===== config.mk =====
export PLATFORM = sky130hd
export DESIGN_NAME = knn_ram
export DESIGN_NICKNAME = d
export VERILOG_FILES = /design/src/hw/rtl/knn_ram.sv
export SDC_FILE = /design/constraint.sdc
export NUM_CORES = 1
export LEC_CHECK = 0
export ABC_AREA = 1
export BUFFER_PORTS_ARGS = -buffer_cell sky130_fd_sc_hd__buf_2
export CAP_MARGIN = 20
export CORE_MARGIN = 2
export CORE_UTILIZATION = 57
export DETAILED_ROUTE_END_ITERATION = 12
export PLACE_DENSITY = 0.76
export SLEW_MARGIN = 10
export SYNTH_ARGS = -nofsm -noshare
export SYNTH_HDL_FRONTEND = slang
export SYNTH_SLANG_ARGS = --single-unit

===== constraint.sdc =====
create_clock -name clk -period 3.2 [get_ports clk]
set_input_delay 0.32 -clock clk [delete_from_list [all_inputs] [get_ports clk]]
set_output_delay 0.32 -clock clk [all_outputs]
set_load 0.01 [all_outputs]

===== src/hw/rtl/knn_ram.sv =====
`timescale 1ns / 1ps
`default_nettype none
// ----------------------------------------------------------------------------
// knn_ram
// generic single-port ram with registered read
// ----------------------------------------------------------------------------
module knn_ram #(
  parameter int WIDTH = 16,
  parameter int DEPTH = 64
) (
  input  wire logic                     clk,
  input  wire logic                     we,
  input  wire logic [$clog2(DEPTH)-1:0] addr,
  input  wire logic [WIDTH-1:0]         wdata,
  output logic [WIDTH-1:0]              rdata
);

  logic [WIDTH-1:0] mem [DEPTH];

  always_ff @(posedge clk) begin
    if (we) begin
      mem[addr] <= wdata;
    end
    rdata <= mem[addr];
  end

endmodule
`default_nettype wire


==> metrics.md, run 1 <==
| Metric | Value |
|---|---|
| Outcome | finished, final reports clean |
| Total wire length | 109,000 µm |
| Hold Vio Cnt, Final | 0 |
| Worst setup margin | 1.10 ns |
| Syn Area/Cell | 10.2 µm² |
| Fin area | 48,500 µm² |
| Min-delay worst type | primary input to flop |
| Die H | between 200 and 300 µm |
| Worst slew pin tran | approximately 1.2 ns |
| Worst-path clk slew | 0.06 ns |
| Dpl ws | 0.488 ns |
| Syn_nets | between 4k and 5k |
| M1 WL | between 40,000 and 50,000 µm |
| Worst setup path class | primary input to flop |
| Post-route ant nets | 0 |
| Via count | 29.8k |
| # resized after CTS | 0 |
| Achievable frequency | 476 MHz |
| CTS Buf Count | 101 |
| Post-Route Skew | 0.0202 ns |
| WP data arrival | 2.45 ns |
| DRC Markers | 0 |
| Critical path data required time | 3.55 ns |
| Highest metal used | met5 |
| Maximum vdd ir drop | 0.411 mV |
| Sequential share of the synthesized area | 0.713 |
| Global-route wire length before repair | ~160,000 µm |
| CTS Hold Buffers Added | 0 |
| Post-synthesis mux area share | 0 |
| Rel. slew slack | 0.230 |
| Initial antenna violation count | 6 |
| Commonest non-fill, non-tap cell in the layout | nand2_1 |
| Period utilisation layout | 0.656 |
| Cell count after synthesis | between 4k and 5k |
| PortBufs | 39 |
| CP Launch Type | primary input |
| CTS tree | yes |
| Commonest non-fill, non-tap cells in the layout | 2,832 x nand2_1, 1,024 x edfxtp_1, 111 x buf_4 |
| Mapped cell area | roughly 44,000 µm² |
| Synthesis-stage register bit count | 1,040 |
| Drt wl/cell | 20.3 µm |
| FF+latch area | roughly 31,000 µm² |
| Clock Path Buffers | 3 |
| Unrepaired setup endpoints after global routing | false |
| Die area | about 79,000 µm² |
| Effective utilization at floorplan | 0.575 |
| Area fraction of the dominant cell type after synthesis | 0.706 |
| Die W | ~280 µm |
| Worst reg2reg path startpoint | mem[23][1]$_DFFE_PP_ |
| Gpl congestion | around 0.9 |
| Cell variety after synth | 22 |
| H-tree depth | 3 |
| Simple-gate area share of the yosys netlist | 0.259 |
| Leading area contributor after synthesis | edfxtp_1 |
| Synth warn | 0 |
| Initial drt markers | 3,844 |
| Synth top area cells | edfxtp_1 71%, nand2_1 24%, buf_2 1.3% |
| Postcts setup bufs | 0 |
| Met3 wire len | between 10,000 and 15,000 µm |
| Share of layout cells above drive strength 1 | 0.0778 |
| Xor/xnor share of the synthesized area | 0 |
| Synth Area in Adders | 0 |
| Met2 WL post-DR | ~50,000 µm |
| Critical-path maximum fanout | 37 |
| Dpl cell area | 45,100 µm² |
| GRT Util Overall | 0.279 |
| CTS root buf | clkbuf_16 |
| Max-Cap Viols | 0 |
| Filler cells | 5,620 |
| Final net count | 4,343 |
| CP startpoint | addr[1] |
| Minimum clock period | 2.10 ns |
| Post-synthesis compound-gate area fraction | 0.00167 |
| Multi-input logic area | 11,400 µm² |
| Vias in the first global route | 28.3k |
| Final Setup Violations | 0 |
| Largest family of logic cells by synthesized area | simple AND/OR/NAND/NOR gates |
| Hold path startpoint | wdata[4] |
| I/O pins | 40 |
| Pwr/cell area | 595 nW/µm² |
| Leakage | 0.0205 µW |
| Dpl hpwl | 61,900 µm |
| Fin. max-slew vios | 0 |
| Clock Sinks | 1,040 |
| Final TNS setup | 0 ns |
| Worst-Skew Late Latency | 0.67 ns |
| Via density per instance | approximately 5.5 |
| Grt total ovfl | 0 |
| Largest net degree at the start of global routing | roughly 190 |
| Detailed Routing Iterations Pass 1 | 5 |
| Area of the core | 75,800 µm² |
| Crit end category | flop |
| Rows | 101 |
| Layout area overhead | 11.4% |
## worst paths after layout
check / endpoint / slack (ns) / depth (start not counted)
worst max-delay path: mem[63][3]$_DFFE_PP_ / 1.10 / 5
worst min-delay path: mem[42][4]$_DFFE_PP_ / 0.02 / 1
worst max register to register: rdata[1]$_DFF_P_ / 1.66 / 10
worst min register to register: rdata[14]$_DFF_P_ / 0.68 / 6
## flip-flops by register name, indices dropped and copies added (netlist names)
name / cells
rdata: 16
mem: 1024
## worst max-delay path: stages
cell	delay [ns]
clkbuf_8	0.19
buf_4	0.45
nand4_1	0.71
nor2_1	0.44
buf_4	0.29
## synthesized netlist by cell type
library cell / n
o21ai_1: 6
nor3_4: 7
edfxtp_1: 1024
inv_1: 18
dfxtp_1: 16
buf_1: 14
inv_2: 10
o211ai_1: 5
buf_6: 9
nand4_1: 2
nand3_1: 13
buf_2: 112
or2_1: 3
nand2_1: 2832
nor3_2: 1
nor2_1: 105
nor4_1: 2
clkbuf_1: 57
o21ai_0: 1
inv_4: 2
buf_4: 14
or2_2: 3
## cell families after synthesis
family | Yosys count
flip-flops | 1040
AO/OA/AOI/OAI | 12
buffers and inverters | 236
AND/OR/NAND/NOR | 2968
## report_power, final
part | total [µW] | internal (µW) | switching [µW]
logic | 1800 | 431 | 1370
clock network | 11900 | 6940 | 4990
registers | 15100 | 15100 | 48.5
total | 28900 | 22500 | 6410
## per-layer routing
metal,track usage,vias up
li1,-,13900
met1,0.397,14100
met2,0.440,1578
met3,0.0473,223
met4,0.0957,8
met5,0,-
## layout make-up
class | instances | area share
timing repair buffer | 166 | 0.0286
sequential | 1040 | 0.640
antenna | 2 | 0.000103
clock inverter | 61 | 0.0110
inverter | 30 | 0.00278
tap | 978 | 0.0252
clock buffer | 130 | 0.0582
multi-input combinational | 2980 | 0.234
## stage by stage
step	util	hold WS (ns)	power [µW]	cells
floorplan	-	0.419	16400	4256
global placement	0.595	0.646	17100	5192
detailed placement	0.595	0.653	17200	5192
CTS	0.640	0.0109	28900	5383
global route	0.640	0.0153	29600	5385
finish	0.640	0.0213	28900	5387
(Power assumes the default switching activity.)
==> inputs of run 2 (changes only) <==
--- a/config.mk
+++ b/config.mk
@@ -5,13 +5,13 @@
 export SDC_FILE = /design/constraint.sdc
 export NUM_CORES = 1
 export LEC_CHECK = 0
-export ABC_AREA = 1
+export ABC_AREA = 0
 export BUFFER_PORTS_ARGS = -buffer_cell sky130_fd_sc_hd__buf_2
 export CAP_MARGIN = 20
 export CORE_MARGIN = 2
 export CORE_UTILIZATION = 57
 export DETAILED_ROUTE_END_ITERATION = 12
-export PLACE_DENSITY = 0.76
+export PLACE_DENSITY = 0.73
 export SLEW_MARGIN = 10
 export SYNTH_ARGS = -nofsm -noshare
 export SYNTH_HDL_FRONTEND = slang
==> constraint.sdc (replaced) <==
create_clock -name clk -period 2 [get_ports clk]
set_input_delay 0.2 -clock clk [delete_from_list [all_inputs] [get_ports clk]]
set_output_delay 0.2 -clock clk [all_outputs]
set_load 0.01 [all_outputs]
==> metrics.md, run 2 <==
| Metric | Value |
|---|---|
| Outcome | finished, final reports clean |
| Largest net degree at the start of global routing | 65 |
| Number of synthesized flops with an enable pin | 1,024 |
| Die W | around 270 µm |
| Critical-path maximum fanout | 1 |
| Via density per instance | 6.60 |
| Clock Sinks | 1,040 |
| Pwr/cell area | around 960 nW/µm² |
| # diodes | 0 |
| Total wire length | roughly 110,000 µm |
| Area of the core | roughly 70,000 µm² |
| Critical path data required time | about 2.5 ns |
| Rel. slew slack | 0.240 |
| Tot Pwr | 46,100 µW |
| Synth cell count leaders | 1,024 x edfxtp_1, 196 x a22oi_1, 159 x nor2_1 |
| Synth Flop Type | edfxtp_1 |
| Unrepaired setup endpoints after global routing | true |
| Syn Area/Cell | around 17 µm² |
| Hold path depth | 2 |
| Clock Path Buffers | 3 |
| Synthesis-stage register bit count | 1,040 |
| Filler cells | 4,183 |
| H-tree depth | 3 |
| Final Setup Violations | 0 |
| WP data arrival | roughly 2.5 ns |
| Min-delay worst type | primary input to flop |
| Die area | a little over 70,000 µm² |
| Worst r2r dst | rdata[14]$_DFF_P_ |
| Postcts setup bufs | 0 |
| Achievable frequency | between 500 and 600 MHz |
| Reg with most FFs | mem |
| Post-route ant nets | 0 |
| I/O pins | 40 |
| Max FFs per register | 1,024 |
| Initial drt markers | 3,336 |
| FF-to-FF path depth | 5 |
| Detailed Routing Iterations Pass 1 | 6 |
| Initial antenna violation count | 8 |
| GRT Util Overall | 0.309 |
| Hold Vio Cnt, Final | 0 |
| Commonest non-fill, non-tap cells in the layout | 1,024 x edfxtp_1, 217 x buf_4, 196 x a22oi_1 |
| Multi-input logic area | 8290 µm² |
| Worst-path clk slew | roughly 0.06 ns |
| Worst setup margin | 0.0186 ns |
| Max-Cap Viols | 0 |
| FF+latch area | a little over 30,000 µm² |
| Crit end category | flop |
| Post-Route Skew | 0.0285 ns |
| Grt total ovfl | 0 |
| Worst reg2reg path startpoint | mem[21][14]$_DFFE_PP_ |
| Hold EP | mem[25][2]$_DFFE_PP_ |
| Syn_nets | 2,288 |
| Layout area overhead | 22.0% |
| Final TNS setup | 0 ns |
| Period utilisation layout | 0.991 |
| Cell variety after synth | 55 |
| CTS Buf Count | 102 |
| Most frequent cell after synthesis | edfxtp_1 |
| Maximum vdd ir drop | 0.852 mV |
| Fin. max-slew vios | 0 |
| Synth top area cells | edfxtp_1 78%, mux2i_1 3.9%, a22oi_1 3.7% |
| Share of layout cells above drive strength 1 | 0.238 |
| CP Launch Type | flop |
| Final net count | 2,610 |
| Hold path startpoint | wdata[2] |
| Area fraction of the dominant cell type after synthesis | 0.779 |
| Leakage | 0.0158 µW |
| Commonest non-fill, non-tap cell in the layout | edfxtp_1 |
| Worst-Skew Late Latency | 0.66 ns |
| Global-route wire length before repair | approximately 160,000 µm |
| R2R setup slack | 0.02 ns |
| Minimum clock period | 1.98 ns |
| Worst setup path class | flop to flop |
| CTS tree | yes |
| Dpl ws | -0.652 ns |
| FFs w/ async S/R, synth | 0 |
| Dpl hpwl | 68,800 µm |
| Cell count after synthesis | ~2.3k |
| Rows | 96 |
| PortBufs | 39 |
| Drt wl/cell | about 30 µm |
| Synth warn | 0 |
| Die H | ~270 µm |
| Leading area contributor after synthesis | edfxtp_1 |
| CTS root buf | clkbuf_16 |
| Via count | roughly 24k |
| Worst slew pin tran | 1.14 ns |
| Sequential share of the synthesized area | 0.787 |
| Mapped cell area | a little under 40,000 µm² |
| Vias in the first global route | 23.4k |
| Gpl congestion | 0.984 |
| DRC Markers | 0 |
| Top flop regs | mem (1024), rdata (16) |
| Effective utilization at floorplan | 0.576 |
-- run 2: final cells by class --
class / count / area share
Multi-Input combinational cell: 1060 / 0.172
Sequential cell: 1040 / 0.645
Tap cell: 931 / 0.0242
Clock buffer: 142 / 0.0583
Timing Repair Buffer: 380 / 0.0901
Inverter: 2 / 0.000156
Clock inverter: 48 / 0.00987
-- run 2: repair_timing --
| action | CTS | global route |
|---|---|---|
| endpoints found under the setup margin | 4 | 8 |
| hold buffers | 0 | 0 |
| resized for setup | 4 | 9 |
| pin swaps | 2 | 0 |
-- run 2: through the flow --
step	instances	utilization	hold WS [ns]	instance area, µm²
final	3603	0.702	0.0475	48200
after detailed placement	3413	0.654	0.626	44800
after floorplan	2264	-	0.299	40200
after global routing	3603	0.702	0.0449	48200
after CTS	3603	0.702	0.0443	48100
after global placement	3413	0.654	0.623	44800
-- run 2: power breakdown --
group          switching [µW]  internal [µW]  leakage [µW]
clock network            7890          10900       0.00159
registers                 114          24100       0.00935
logic                    1940           1080       0.00488
total                    9940          36200        0.0158
-- run 2: logic make-up (layout without fill, tap and decap cells) --
family / Yosys count / after routing / share of synthesized area
buf+inv: 164 / 572 / 0.0208
mux: 178 / 178 / 0.0476
compound gates: 617 / 617 / 0.115
flops: 1040 / 1040 / 0.787
simple gates: 265 / 265 / 0.0293
-- run 2: worst max-delay path by stage --
| stage | startpoint | end | slack (ns) | cells after the start |
|---|---|---|---|---|
| 6_report | mem[21][14]$_DFFE_PP_ | rdata[14]$_DFF_P_ | 0.02 | 5 |
| 5_1_grt | mem[21][14]$_DFFE_PP_ | rdata[14]$_DFF_P_ | -0.1 | 5 |
| 4_1_cts | mem[37][0]$_DFFE_PP_ | rdata[0]$_DFF_P_ | 0.002 | 6 |
| 3_5_place_dp | addr[1] | rdata[8]$_DFF_P_ | -0.65 | 9 |
| 3_3_place_gp | addr[1] | rdata[8]$_DFF_P_ | -0.62 | 9 |
| 2_1_floorplan | addr[5] | rdata[12]$_DFF_P_ | -0.17 | 8 |
-- run 2: worst max-delay path, cell delays in order, from the launching register on --
cell	delay, ns
edfxtp_1	0.38
mux2_4	0.28
a221o_1	0.29
a222oi_1	0.30
o22ai_1	0.15
or4b_1	0.47
-- run 2: routing by layer --
metal | up-vias | global-route usage | share of wire
li1 | 10000 | - | -
met3 | 248 | 0.0748 | 0.11
met5 | - | 0 | 0.00030
met2 | 1457 | 0.479 | 0.46
met4 | 6 | 0.114 | 0.039
met1 | 12100 | 0.429 | 0.38
